### src/hw/rtl/abft_pkg.sv
// Shared types, constants and saturation helpers for the ABFT checksum verifier.
package abft_pkg;

	localparam int MAX_ROWS = 64;
	localparam int MAX_COLS = 64;
	localparam int POS_W    = 6;
	localparam int SUM_W    = 40;
	localparam int THR_W    = 39;
	localparam int SIZE_W   = 7;
	localparam int ELEM_W   = 32;
	localparam int PADDR_W  = 6;
	localparam int PDATA_W  = 64;

	// register indexes, byte address / 8
	localparam logic [2:0] REG_ROW_THR  = 3'd0;
	localparam logic [2:0] REG_COL_THR  = 3'd1;
	localparam logic [2:0] REG_PAIR_TOL = 3'd2;
	localparam logic [2:0] REG_ROWS     = 3'd3;
	localparam logic [2:0] REG_COLS     = 3'd4;

	// result status codes
	localparam logic [1:0] ST_PASS      = 2'd0;
	localparam logic [1:0] ST_CORRECTED = 2'd1;
	localparam logic [1:0] ST_UNRECOV   = 2'd2;
	localparam logic [1:0] ST_TOO_MANY  = 2'd3;

	localparam logic signed [SUM_W-1:0] SAT_MAX = {1'b0, {(SUM_W-1){1'b1}}};
	localparam logic signed [SUM_W-1:0] SAT_MIN = {1'b1, {(SUM_W-1){1'b0}}};

	typedef struct packed {
		logic [THR_W-1:0] row_thr;
		logic [THR_W-1:0] col_thr;
		logic [THR_W-1:0] pair_tol;
		logic [POS_W-1:0] last_row_idx;
		logic [POS_W-1:0] last_col_idx;
	} cfg_t;

	typedef struct packed {
		logic             last_row;
		logic             last_col;
		logic             first_row;
		logic             final_elem;
		logic [POS_W-1:0] row_idx;
		logic [POS_W-1:0] col_idx;
	} item_ctl_t;

	typedef struct packed {
		logic signed [SUM_W-1:0] correction;
		logic [POS_W-1:0]        fault_col;
		logic [POS_W-1:0]        fault_row;
		logic [1:0]              status;
	} result_t;

	function automatic logic signed [SUM_W-1:0] sat40(input logic signed [SUM_W:0] v);
		logic signed [SUM_W-1:0] r;
		if (v[SUM_W] != v[SUM_W-1]) begin
			r = v[SUM_W] ? SAT_MIN : SAT_MAX;
		end else begin
			r = v[SUM_W-1:0];
		end
		return r;
	endfunction

	function automatic logic [SUM_W-1:0] mag40(input logic signed [SUM_W-1:0] v);
		logic [SUM_W-1:0] r;
		r = v[SUM_W-1] ? (~v + 1'b1) : v;
		return r;
	endfunction

endpackage

### src/hw/rtl/abft_cfg.sv
// APB register file for thresholds and matrix size, with size clamping.
module abft_cfg (
	input  logic                          clk,
	input  logic                          arst_n,
	input  logic                          psel,
	input  logic                          penable,
	input  logic                          pwrite,
	input  logic [abft_pkg::PADDR_W-1:0]  paddr,
	input  logic [abft_pkg::PDATA_W-1:0]  pwdata,
	output logic [abft_pkg::PDATA_W-1:0]  prdata,
	output logic                          pready,
	output abft_pkg::cfg_t                cfg
);

	logic [abft_pkg::THR_W-1:0]  row_thr_q, col_thr_q, pair_tol_q;
	logic [abft_pkg::SIZE_W-1:0] rows_q, cols_q;
	logic [2:0]                  idx;
	logic                        wr;

	assign pready = 1'b1;
	assign idx    = paddr[5:3];
	assign wr     = psel & penable & pwrite;

	always_ff @(posedge clk or negedge arst_n) begin
		if (!arst_n) begin
			row_thr_q  <= '0;
			col_thr_q  <= '0;
			pair_tol_q <= '0;
			rows_q     <= abft_pkg::SIZE_W'(abft_pkg::MAX_ROWS);
			cols_q     <= abft_pkg::SIZE_W'(abft_pkg::MAX_COLS);
		end else if (wr) begin
			unique case (idx)
				abft_pkg::REG_ROW_THR:  row_thr_q  <= pwdata[abft_pkg::THR_W-1:0];
				abft_pkg::REG_COL_THR:  col_thr_q  <= pwdata[abft_pkg::THR_W-1:0];
				abft_pkg::REG_PAIR_TOL: pair_tol_q <= pwdata[abft_pkg::THR_W-1:0];
				abft_pkg::REG_ROWS:     rows_q     <= pwdata[abft_pkg::SIZE_W-1:0];
				abft_pkg::REG_COLS:     cols_q     <= pwdata[abft_pkg::SIZE_W-1:0];
				default: ;
			endcase
		end
	end

	always_comb begin
		prdata = '0;
		unique case (idx)
			abft_pkg::REG_ROW_THR:  prdata = abft_pkg::PDATA_W'(row_thr_q);
			abft_pkg::REG_COL_THR:  prdata = abft_pkg::PDATA_W'(col_thr_q);
			abft_pkg::REG_PAIR_TOL: prdata = abft_pkg::PDATA_W'(pair_tol_q);
			abft_pkg::REG_ROWS:     prdata = abft_pkg::PDATA_W'(rows_q);
			abft_pkg::REG_COLS:     prdata = abft_pkg::PDATA_W'(cols_q);
			default:                prdata = '0;
		endcase
	end

	// clamp to [2, MAX] and hand out the last index
	always_comb begin
		cfg.row_thr  = row_thr_q;
		cfg.col_thr  = col_thr_q;
		cfg.pair_tol = pair_tol_q;
		if (rows_q < abft_pkg::SIZE_W'(2)) begin
			cfg.last_row_idx = abft_pkg::POS_W'(1);
		end else if (rows_q > abft_pkg::SIZE_W'(abft_pkg::MAX_ROWS)) begin
			cfg.last_row_idx = abft_pkg::POS_W'(abft_pkg::MAX_ROWS - 1);
		end else begin
			cfg.last_row_idx = abft_pkg::POS_W'(rows_q - 1'b1);
		end
		if (cols_q < abft_pkg::SIZE_W'(2)) begin
			cfg.last_col_idx = abft_pkg::POS_W'(1);
		end else if (cols_q > abft_pkg::SIZE_W'(abft_pkg::MAX_COLS)) begin
			cfg.last_col_idx = abft_pkg::POS_W'(abft_pkg::MAX_COLS - 1);
		end else begin
			cfg.last_col_idx = abft_pkg::POS_W'(cols_q - 1'b1);
		end
	end

endmodule

### src/hw/rtl/abft_seq.sv
// Row/column position tracker: classifies each incoming element.
module abft_seq (
	input  logic                  clk,
	input  logic                  arst_n,
	input  abft_pkg::cfg_t        cfg,
	input  logic                  accept,
	output abft_pkg::item_ctl_t   ctl
);

	logic [abft_pkg::POS_W-1:0] row_pos_q, col_pos_q;

	always_comb begin
		ctl.last_row   = row_pos_q >= cfg.last_row_idx;
		ctl.last_col   = col_pos_q >= cfg.last_col_idx;
		ctl.first_row  = row_pos_q == '0;
		ctl.final_elem = ctl.last_row & ctl.last_col;
		ctl.row_idx    = row_pos_q;
		ctl.col_idx    = col_pos_q;
	end

	always_ff @(posedge clk or negedge arst_n) begin
		if (!arst_n) begin
			row_pos_q <= '0;
			col_pos_q <= '0;
		end else if (accept) begin
			if (!ctl.last_col) begin
				col_pos_q <= col_pos_q + 1'b1;
			end else begin
				col_pos_q <= '0;
				row_pos_q <= ctl.last_row ? '0 : row_pos_q + 1'b1;
			end
		end
	end

endmodule

### src/hw/rtl/abft_check.sv
// Column-sum memory read-modify-write, row accumulator, fault tracking, decision.
module abft_check (
	input  logic                              clk,
	input  logic                              arst_n,
	input  abft_pkg::cfg_t                    cfg,
	input  logic                              accept,
	input  abft_pkg::item_ctl_t               ctl,
	input  logic signed [abft_pkg::ELEM_W-1:0] elem,
	input  logic                              out_busy,
	output logic                              stall,
	output logic                              res_valid,
	output abft_pkg::result_t                 res
);

	localparam int W = abft_pkg::SUM_W;

	logic signed [W-1:0] col_mem [abft_pkg::MAX_COLS];

	logic                               valid_s1;
	abft_pkg::item_ctl_t                ctl_s1;
	logic signed [abft_pkg::ELEM_W-1:0] elem_s1;
	logic signed [W-1:0]                rd_s1;

	logic signed [W-1:0] acc_q;
	logic [1:0]          row_cnt_q, col_cnt_q;
	logic [abft_pkg::POS_W-1:0] row_idx_q, col_idx_q;
	logic signed [W-1:0] row_diff_q, col_diff_q;

	logic signed [W:0]   e41;
	logic signed [W-1:0] acc_new, row_d, col_d, col_wdata;
	logic                wr_en, fwd, step;
	logic                row_bad, col_bad;
	logic signed [W:0]   pair_d;
	logic [W:0]          pair_mag;

	assign stall = valid_s1 & ctl_s1.final_elem & out_busy;
	assign step  = valid_s1 & ~stall;

	assign e41       = {{(W + 1 - abft_pkg::ELEM_W){elem_s1[abft_pkg::ELEM_W-1]}}, elem_s1};
	assign acc_new   = abft_pkg::sat40({acc_q[W-1], acc_q} + e41);
	assign row_d     = abft_pkg::sat40({acc_q[W-1], acc_q} - e41);
	assign col_d     = abft_pkg::sat40({rd_s1[W-1], rd_s1} - e41);
	assign col_wdata = ctl_s1.first_row ? e41[W-1:0]
	                                    : abft_pkg::sat40({rd_s1[W-1], rd_s1} + e41);
	assign row_bad   = abft_pkg::mag40(row_d) > {1'b0, cfg.row_thr};
	assign col_bad   = abft_pkg::mag40(col_d) > {1'b0, cfg.col_thr};

	assign wr_en = valid_s1 & ~ctl_s1.last_row & ~ctl_s1.last_col;
	// same column written by the item ahead: take the fresh sum
	assign fwd   = wr_en & (ctl_s1.col_idx == ctl.col_idx);

	always_ff @(posedge clk) begin
		if (wr_en) begin
			col_mem[ctl_s1.col_idx] <= col_wdata;
		end
		if (accept) begin
			rd_s1   <= fwd ? col_wdata : col_mem[ctl.col_idx];
			ctl_s1  <= ctl;
			elem_s1 <= elem;
		end
	end

	always_ff @(posedge clk or negedge arst_n) begin
		if (!arst_n) begin
			valid_s1 <= 1'b0;
		end else if (!stall) begin
			valid_s1 <= accept;
		end
	end

	always_ff @(posedge clk or negedge arst_n) begin
		if (!arst_n) begin
			acc_q      <= '0;
			row_cnt_q  <= '0;
			col_cnt_q  <= '0;
			row_idx_q  <= '0;
			col_idx_q  <= '0;
			row_diff_q <= '0;
			col_diff_q <= '0;
		end else if (step) begin
			if (ctl_s1.final_elem) begin
				acc_q      <= '0;
				row_cnt_q  <= '0;
				col_cnt_q  <= '0;
				row_idx_q  <= '0;
				col_idx_q  <= '0;
				row_diff_q <= '0;
				col_diff_q <= '0;
			end else if (!ctl_s1.last_row) begin
				if (!ctl_s1.last_col) begin
					acc_q <= acc_new;
				end else begin
					acc_q <= '0;
					if (row_bad) begin
						if (row_cnt_q != 2'd3) row_cnt_q <= row_cnt_q + 1'b1;
						row_idx_q  <= ctl_s1.row_idx;
						row_diff_q <= row_d;
					end
				end
			end else if (col_bad) begin
				if (col_cnt_q != 2'd3) col_cnt_q <= col_cnt_q + 1'b1;
				col_idx_q  <= ctl_s1.col_idx;
				col_diff_q <= col_d;
			end
		end
	end

	// final decision; the corner element itself is never checked
	assign pair_d   = {row_diff_q[W-1], row_diff_q} - {col_diff_q[W-1], col_diff_q};
	assign pair_mag = pair_d[W] ? (~pair_d + 1'b1) : pair_d;

	always_comb begin
		res.fault_row  = row_idx_q;
		res.fault_col  = col_idx_q;
		res.correction = '0;
		if (row_cnt_q == 2'd1 && col_cnt_q == 2'd1) begin
			if (pair_mag > {2'b00, cfg.pair_tol}) begin
				res.status = abft_pkg::ST_UNRECOV;
			end else begin
				res.status     = abft_pkg::ST_CORRECTED;
				res.correction = (row_diff_q == abft_pkg::SAT_MIN) ? abft_pkg::SAT_MAX
				                                                   : -row_diff_q;
			end
		end else if (row_cnt_q == 2'd0 && col_cnt_q == 2'd0) begin
			res.status = abft_pkg::ST_PASS;
		end else begin
			res.status = abft_pkg::ST_TOO_MANY;
		end
	end

	assign res_valid = step & ctl_s1.final_elem;

endmodule

### src/hw/rtl/abft_checksum_matrix_verify.sv
// Top level of the ABFT full-checksum matrix verifier.
//
// Usage:
//  - s_* stream: one signed Q16.16 matrix element per request, row-major. The
//    last column carries row checksums, the last row carries column checksums.
//  - m_* stream: one verdict request after the bottom-right element of each matrix.
//  - APB port: thresholds and matrix size (registers at 8-byte steps); write
//    only while no matrix result is outstanding.
// Throughput: one element per cycle while not stalled. Each element costs one
//   read of the column-sum memory, and each data element (not a checksum) one
//   write; the read issues as the element is taken and the write lands in the
//   next cycle, with a bypass for back-to-back columns. The final element passes
//   through the memory read stage, whose verdict then loads the output register
//   that drives m_tvalid; a full output register can hold it in that stage.
// Stall: the output register holds one verdict; elements keep flowing while it
//   waits. Only a second final element arriving before the first verdict is
//   taken holds s_tready low.
// Reset: registers return to defaults (thresholds 0, 64x64 matrix), positions
//   and fault trackers clear; the column-sum memory needs no clearing because
//   the first data row writes its sums fresh.
module abft_checksum_matrix_verify (
	input  logic        clk,
	input  logic        arst_n,
	// element in
	input  logic        s_tvalid,
	output logic        s_tready,
	input  logic [31:0] s_tdata,   // [31:0] element
	// verdict out
	output logic        m_tvalid,
	input  logic        m_tready,
	output logic [55:0] m_tdata,   // [1:0] status, [7:2] fault_row, [13:8] fault_col,
	                               // [53:14] correction, [55:54] zero
	// configuration
	input  logic        psel,
	input  logic        penable,
	input  logic        pwrite,
	input  logic [5:0]  paddr,
	input  logic [63:0] pwdata,
	output logic [63:0] prdata,
	output logic        pready
);

	abft_pkg::cfg_t      cfg;
	abft_pkg::item_ctl_t ctl;
	abft_pkg::result_t   res;
	logic                accept, stall, res_valid;
	logic                out_valid_q;
	abft_pkg::result_t   out_q;

	assign s_tready = ~stall;
	assign accept   = s_tvalid & s_tready;

	abft_cfg u_cfg (
		.clk     (clk),
		.arst_n  (arst_n),
		.psel    (psel),
		.penable (penable),
		.pwrite  (pwrite),
		.paddr   (paddr),
		.pwdata  (pwdata),
		.prdata  (prdata),
		.pready  (pready),
		.cfg     (cfg)
	);

	// position tracking happens as the element is taken
	abft_seq u_seq (
		.clk    (clk),
		.arst_n (arst_n),
		.cfg    (cfg),
		.accept (accept),
		.ctl    (ctl)
	);

	// memory stage: column sums, row sums, fault record, verdict
	abft_check u_check (
		.clk       (clk),
		.arst_n    (arst_n),
		.cfg       (cfg),
		.accept    (accept),
		.ctl       (ctl),
		.elem      (s_tdata),
		.out_busy  (out_valid_q & ~m_tready),
		.stall     (stall),
		.res_valid (res_valid),
		.res       (res)
	);

	// output register: loads when free or being drained this cycle
	always_ff @(posedge clk or negedge arst_n) begin
		if (!arst_n) begin
			out_valid_q <= 1'b0;
		end else if (res_valid) begin
			out_valid_q <= 1'b1;
		end else if (m_tready) begin
			out_valid_q <= 1'b0;
		end
	end

	always_ff @(posedge clk) begin
		if (res_valid) begin
			out_q <= res;
		end
	end

	assign m_tvalid = out_valid_q;
	assign m_tdata  = {2'b00, out_q};

endmodule
### config.mk
export PLATFORM = sky130hd
export DESIGN_NAME = abft_checksum_matrix_verify
export DESIGN_NICKNAME = d
export VERILOG_FILES = /design/src/hw/rtl/abft_pkg.sv /design/src/hw/rtl/abft_cfg.sv /design/src/hw/rtl/abft_seq.sv /design/src/hw/rtl/abft_check.sv /design/src/hw/rtl/abft_checksum_matrix_verify.sv
export SDC_FILE = /design/constraint.sdc
export NUM_CORES = 2
export LEC_CHECK = 0
export ABC_AREA = 1
export BUFFER_PORTS_ARGS = -buffer_cell sky130_fd_sc_hd__buf_2
export CAP_MARGIN = 10
export CORE_AREA = 4 4 499 501
export CTS_CLUSTER_DIAMETER = 50
export DETAILED_ROUTE_END_ITERATION = 8
export DIE_AREA = 0 0 503 505
export MAX_ROUTING_LAYER = met4
export PLACE_DENSITY_LB_ADDON = 0.15
export SETUP_SLACK_MARGIN = 0.1
export SLEW_MARGIN = 10
export SYNTH_ARGS = -nofsm -noshare
export SYNTH_HDL_FRONTEND = slang
export SYNTH_SLANG_ARGS = --single-unit
### constraint.sdc
create_clock -name clk -period 6.36 [get_ports clk]
set_clock_uncertainty 0.15 [all_clocks]
set_input_delay 0.636 -clock clk [delete_from_list [all_inputs] [get_ports clk]]
set_output_delay 0.636 -clock clk [all_outputs]
set_load 0.01 [all_outputs]
# Yosys cells after proc, flatten, opt, wreduce, memory -nomap -nowiden
# Memories as Yosys holds them, arrays and structs flattened. A register that Yosys moved wholly into a read port is not among the register bits.
# Index checks and enable logic that the tools add are counted.
[classes]
eq_ne = 14
n_bitwise = 19
add_sub_neg = 15
n_mux = 53
n_reduce_logical = 26
n_lt_le_gt_ge = 9
[ops]
columns = ["cell", "count"]
rows = [
  ["$mux W40", 21],
  ["$pmux W39 S5", 1],
  ["$add A40 B32 Y41", 2],
  ["$sub A40 B32 Y41", 2],
  ["$add A40 B1 Y40 const B", 2],
  ["$gt A40 B39 Y1", 2],
  ["$not A40 Y40", 2],
  ["$mux W6", 13],
  ["$add A41 B1 Y41 const B", 1],
  ["$gt A41 B39 Y1", 1],
  ["$mux W41", 1],
  ["$not A41 Y41", 1],
  ["$sub A40 B40 Y41", 1],
  ["$eq A40 B40 Y1 const B", 1],
  ["$neg A40 Y40", 1],
  ["$mux W39", 1],
  ["$mux W2", 12],
  ["$gt A7 B7 Y1 const B", 2],
  ["$lt A7 B2 Y1 const B", 2],
  ["$reduce_and A2 Y1", 7],
  ["$reduce_bool A2 Y1", 7],
  ["$add A6 B1 Y6 const B", 2],
  ["$ge A6 B6 Y1", 2],
  ["$sub A6 B1 Y6 const B", 2],
  ["other kinds (19)", 47],
]
[totals]
memories = 1
ramBits = 2560
wordCells = 165
regBits = 383
[mem_list]
columns = ["memory", "depth", "width", "rd", "rd_ports_with_merged_regs", "write_ports", "line_no", "text"]
rows = [
  ["u_check.col_mem", 64, 40, 1, 1, 1, "abft_check.sv:17", "logic signed [W-1:0] col_mem [abft_pkg::MAX_COLS];"],
]

# Longest topological paths before layout
[depth]
depth_word = 11
mapped_depth = 48

# Modules after synthesis
# A second synthesis with hierarchy kept.
[hier_totals]
hier_cells = 13720
hier_area_um2 = 141089.1
[by_module_without_submodules]
columns = ["module", "area_each_um2", "seq_area_each_um2", "cells_per_inst", "n_inst"]
rows = [
  ["abft_check", 132079.2, 82944.6, 12727, 1],
  ["abft_cfg", 6333.6, 3280.6, 790, 1],
  ["abft_checksum_matrix_verify", 1697.9, 1646.6, 66, 1],
  ["abft_seq", 978.4, 300.3, 137, 1],
]

# Least setup slack after synthesis
# No wires, ideal clock.
[synth_path]
kind = "register to register"
startpoint = "register u_check.elem_s1[31] (netlist name)"
endpoint = "register u_check.col_diff_q[38]"
arrival_ns = 6.079
path_slack_ns = 0.014
stages_incl_launch_ff = 45
path_buffers = 5
required_ns = 6.093
cell_sequence = "edfxtp_1 -> inv_1 -> ha_1 -> buf_2 -> inv_1 -> o21ai_0 -> a21oi_1 -> nor2_1 -> nor3_1 -> nand2_1 -> nand2_1 -> nand2_1 -> nand2_2 -> buf_4 -> buf_2 -> buf_1 -> nand2_1 -> inv_1 -> (+9 left out) -> ha_1 -> nand4_1 -> nor2_1 -> nor4b_1 -> nand2_1 -> nand3_1 -> nand2_1 -> nand2_1 -> nand2_1 -> nand2_1 -> nand2_1 -> nand2_1 -> a21oi_1 -> nand2_4 -> nand3_4 -> buf_6 -> nand2_1 -> nand2_1"
[synth_via]
elab_chain_cells = 9
[synth_rtl]
columns = ["item", "line_no", "text"]
rows = [
  ["from (decl)", "abft_check.sv:21", "logic signed [abft_pkg::ELEM_W-1:0] elem_s1;"],
  ["from (signal assigned)", "abft_check.sv:59", "elem_s1 <= elem;"],
  ["$sub A40 B32 Y41 (*)", "abft_check.sv:42", "assign col_d = abft_pkg::sat40({rd_s1[W-1], rd_s1} - e41);"],
  ["$mux W40 or $ne A1 B1 Y1 (tied branches)", "abft_pkg.sv:57, abft_pkg.sv:56", ""],
  ["$mux W40 (*)", "abft_pkg.sv:56", "if (v[SUM_W] != v[SUM_W-1]) begin"],
  ["$not A40 Y40", "abft_pkg.sv:66", "r = v[SUM_W-1] ? (~v + 1'b1) : v;"],
  ["$add A40 B1 Y40", "abft_pkg.sv:66", ""],
  ["$mux W40", "abft_pkg.sv:66", ""],
  ["$gt A40 B39 Y1", "abft_check.sv:46", "assign col_bad = abft_pkg::mag40(col_d) > {1'b0, cfg.col_thr};"],
  ["$reduce_bool A2 Y1 (no source line)", "-", ""],
  ["$reduce_and A3 Y1 (no source line)", "-", ""],
  ["to (signal assigned)", "abft_check.sv:103", "col_diff_q <= col_d;"],
  ["to (decl)", "abft_check.sv:27", "logic signed [W-1:0] row_diff_q, col_diff_q;"],
]
# Mark *: on every way between the ends. The rest lies on a longest branch, timed or not. The select of a mux whose other input is x is not followed.
# A chain may end at the register's enable or synchronous reset.

# Final worst setup path
[layout_path]
startpoint = "register u_check.elem_s1[31] (netlist name)"
endpoint = "register u_check.col_diff_q[2]"
# The elaborated chain is that of the path after synthesis.

==> run summary <==
In the routed layout, each cell is associated on average with a via count of 6.271. The tools report the number of buffers created by CTS as 343. Initial standard-cell utilization of the core: 0.5665. The design draws 100.5 mW. The endpoint with the worst hold slack is u_cfg.cols_q[1].

Across the run, the number of max-cap violations was 0. The count of port buffers added during placement is 175. The most common cell in the synthesized netlist is edfxtp_1. For this run, the number of Yosys warnings is 0.

The area fraction of the dominant cell type after synthesis came out at 0.5851. Subtracting the final worst setup slack from the clock period gives 6159 ps. The worst supply voltage drop on vdd was 0.0005223 V; the worst hold path depth was 3.

Setup repair after global routing could not meet its margin everywhere. The tools report the start point of the worst min-delay path as pwdata[1]. In the post-synthesis netlist, the biggest area contributors are edfxtp_1 (59%), o21ai_0 (5.9%), nor2_1 (5.5%). The run gives 469.5 mm as the sum of routed wire length over all layers. After detailed routing, the number of remaining DRC violations is 0.

The run gives 0 as the number of max-slew violations in the final report. The critical path is of the reg -> reg type. CTS saw 2983 sinks. Setup violations remaining at the end of the flow were counted as 0.

For the gate count of the mapped netlist, the log shows 13046. Counting stages on the worst path, the most repeated cell is nand2_1. The first global-routing pass estimated 674.7 mm of wire. In the synthesized netlist the dominant register cell turns out to be edfxtp_1. The routed length per instance is 27.56 um.

The type of the tightest min-delay check is in -> reg. The die covers 0.2540 mm^2. For this block, the initial DRC count from the detailed router was 13676.

The worst register-to-register path begins at u_check.elem_s1[31]. The tools report the clock latency of the later-clocked register in the worst-skew pair as 910 ps. For the slack of the worst reg-to-reg path, the log shows 200 ps.

The run finished with clean final reports. The cell at the slowest stage of the critical path is edfxtp_1. The number of cell rows was 182; the number of filler instances in the final layout was 18666. The maximum level of the CTS H-tree was 5; the total global routing track utilization was 0.3696.

The final route contains 106796 vias. Fraction of synthesis flops using an asynchronous set or reset pin: 0.09420. The maximum clock frequency was 0.1624 GHz; the number of flops mapped to enable cells by yosys was 2702. The cell count after placement is 16292, and the overall die width is 503 um.

After clock tree synthesis, the clock-pin slew on the worst setup and hold paths is 50 ps. In this run the power density over the cells is 625.9 mW/mm^2. After legalization and detailed placement, the total HPWL measured 294.2 mm.

Pin placement for this block handled 232 I/O pins. Of all nets on the critical path, the largest fanout is 7. For the pin with the worst max-slew slack, the measured transition is 1265 ps. The initial antenna violation count was 15. Averaged over all synthesized cells, the footprint is 10.63 um^2. The tools report the number of optimization iterations in the first detailed-route pass as 8. The tools report the core area as 0.2448 mm^2.

The tree is rooted in a clkbuf_16. Excluding fillers, the count of instances in the completed layout stands at 17031. For the hold violation total from the final report, the log shows 0. The share of the clock period used by the worst path after layout was 0.9685. The share of final-layout standard cells stronger than drive strength 1 was 0.1336.

After synthesis the cells add up to 0.1387 mm^2. Synthesis inferred 2983 register bits. For this run, the slowest stage of the critical path takes 470 ps. For the worst hold slack across all endpoints, the log shows 128.6 ps. In this run the deepest clock path goes through 4 buffers.

By count the netlist is led by edfxtp_1 (2702), nor2_1 (2040), nand2_1 (1700). The setup TNS is 0 ps. TritonCTS built the clock tree.

Entering global routing, the biggest net connects 225 pins. For the routability congestion estimate from global placement, the log shows 1.020. Once placement finished, the instance area stood at 0.1466 mm^2. STA classifies the critical path startpoint as a flop.

The logs give 0.6358 for the sequential element share of the synthesized area and 59.29 nW for the standby leakage power. The synthesized design spends more area on one cell type than any other, namely edfxtp_1. Via count of the first global-routing pass: 101064. Count of nets after finishing: 13996. In this run the remaining antenna-violating nets after routing total 0. The distinct cell type count after synthesis came out at 66.

The worst slew margin relative to its limit was 0.1547. The total non-filler cell area in the finished layout was 0.1605 mm^2. The worst endpoint required time was 6970 ps. Terminus of the critical flop-to-flop path: u_check.col_diff_q[2].

STA classifies the critical path endpoint as a flop. The worst register-to-register path has a depth of 44. The remaining global-route overflow is 0. In this run the vertical extent of the chip is 505 um. From synthesis to final layout, the design area changed by 15.75%. The run gives 6770 ps as the critical path data arrival time.
## report_power, final
part	switching, mW	leakage, nW	internal, mW
Combinational	35.4	26.1	15.7
Clock	8.02	5.26	11.1
Sequential	1.20	27.9	29.0
Total	44.7	59.3	55.8
## cell families after synthesis
| family | count (synthesis) | share of synthesized area |
|---|---|---|
| simple gates | 4635 | 0.1379 |
| compound gates | 3110 | 0.1287 |
| flops | 2983 | 0.6358 |
| buf+inv | 1691 | 0.04840 |
| fa+ha+maj | 350 | 0.03185 |
| xor+xnor | 273 | 0.01724 |
| other cells | 2 | 0.00005415 |
| mux | 2 | 0.0001444 |
## flip-flops by register name (all words and copies together), names as in the netlist
signal              cells
m_tdata                54
u_cfg.pair_tol_q       39
u_seq.col_pos_q         6
u_check.row_diff_q     40
u_check.row_cnt_q       2
u_check.col_idx_q       6
u_cfg.row_thr_q        39
u_check.acc_q          40
u_seq.row_pos_q         6
u_cfg.rows_q            7
u_check.col_diff_q     40
u_check.valid_s1        1
u_check.rd_s1          40
u_check.col_mem      2560
u_check.row_idx_q       6
u_check.elem_s1        32
u_cfg.col_thr_q        39
u_check.col_cnt_q       2
u_cfg.cols_q            7
m_tvalid                1
u_check.ctl_s1         16
## through the flow
step | util | worst slack (ps)
after floorplan | - | 146.0
after global placement | 0.5987 | -92.55
after detailed placement | 0.5988 | -136.6
after CTS | 0.6469 | 96.92
after global routing | 0.6557 | -121.7
final | 0.6557 | 200.6
## layer usage
metal | global-route usage | share of wire
met1 | 0.4834 | 0.38
met2 | 0.5779 | 0.47
met3 | 0.05807 | 0.095
met4 | 0.1592 | 0.051
met5 | - | 0
## placed cells by master, fill, tap and decap left out, drive strengths merged, types with 8 or more instances in the layout
master       instances
a32o                10
dfrtp              279
ha                 345
o21a                 9
a21oi              485
o221ai             280
o211ai              85
a22oi               20
xor2               233
o22ai              401
clkinvlp            35
bufinv              27
buf                809
edfxtp            2702
xnor2               40
nor4                23
or2                 13
nor3                83
nor2              2059
nand3              473
a21boi               8
conb                28
clkinv             128
a211oi              10
clkbuf             409
a221oi              10
o21bai              24
o31ai                9
dlygate4sd3         67
nor3b               11
a21o                14
inv                941
nand4              229
nand2             1726
diode               11
and3                 9
a31oi               69
o21ai             1658
## critical path, delay by kind of cell, from the launching register on
family / cells / cell delay, ps
simple gates: 27 / 2680
buf+inv: 9 / 1200
fa+ha+maj: 3 / 730
compound gates: 4 / 620
flops: 1 / 470
xor+xnor: 1 / 180
## how the worst max path moves through the flow
stage	startpoint	end	slack, ps	cells after the start
after floorplan	u_check.elem_s1[31]	u_check.col_diff_q[38]	150	44
after global placement	u_check.elem_s1[31]	u_check.row_diff_q[33]	-90	40
after detailed placement	u_check.elem_s1[31]	u_check.col_diff_q[22]	-140	40
after CTS	u_check.elem_s1[31]	u_check.row_idx_q[4]	100	38
after global routing	u_check.elem_s1[31]	u_check.col_diff_q[2]	-120	45
final	u_check.elem_s1[31]	u_check.col_diff_q[2]	200	44
## repair_timing
| action | 4_1_cts | 5_1_grt |
|---|---|---|
| endpoints found under the setup margin | 137 | 138 |
| cloned | 2 | 12 |
| pin swaps | 4 | 78 |
| hold buffers | 67 | 0 |
| endpoints found under the hold margin | 226 | 0 |
| gates resized for setup | 24 | 391 |
| setup buffers | 5 | 37 |
## final cells by class
class                   instances  area, um^2  area share
flip-flops and latches       2983       88190      0.5494
inverters                     923        3512     0.02188
repair buffers                884        7561     0.04710
well taps                    3220        4029     0.02510
diodes                         11       27.53   0.0001715
repair inverters                1       7.507  0.00004677
multi-input cells            8401       46240      0.2881
clock inverters               207        2092     0.01303
clock buffers                 401        8864     0.05522
(Power assumes the default switching activity.)
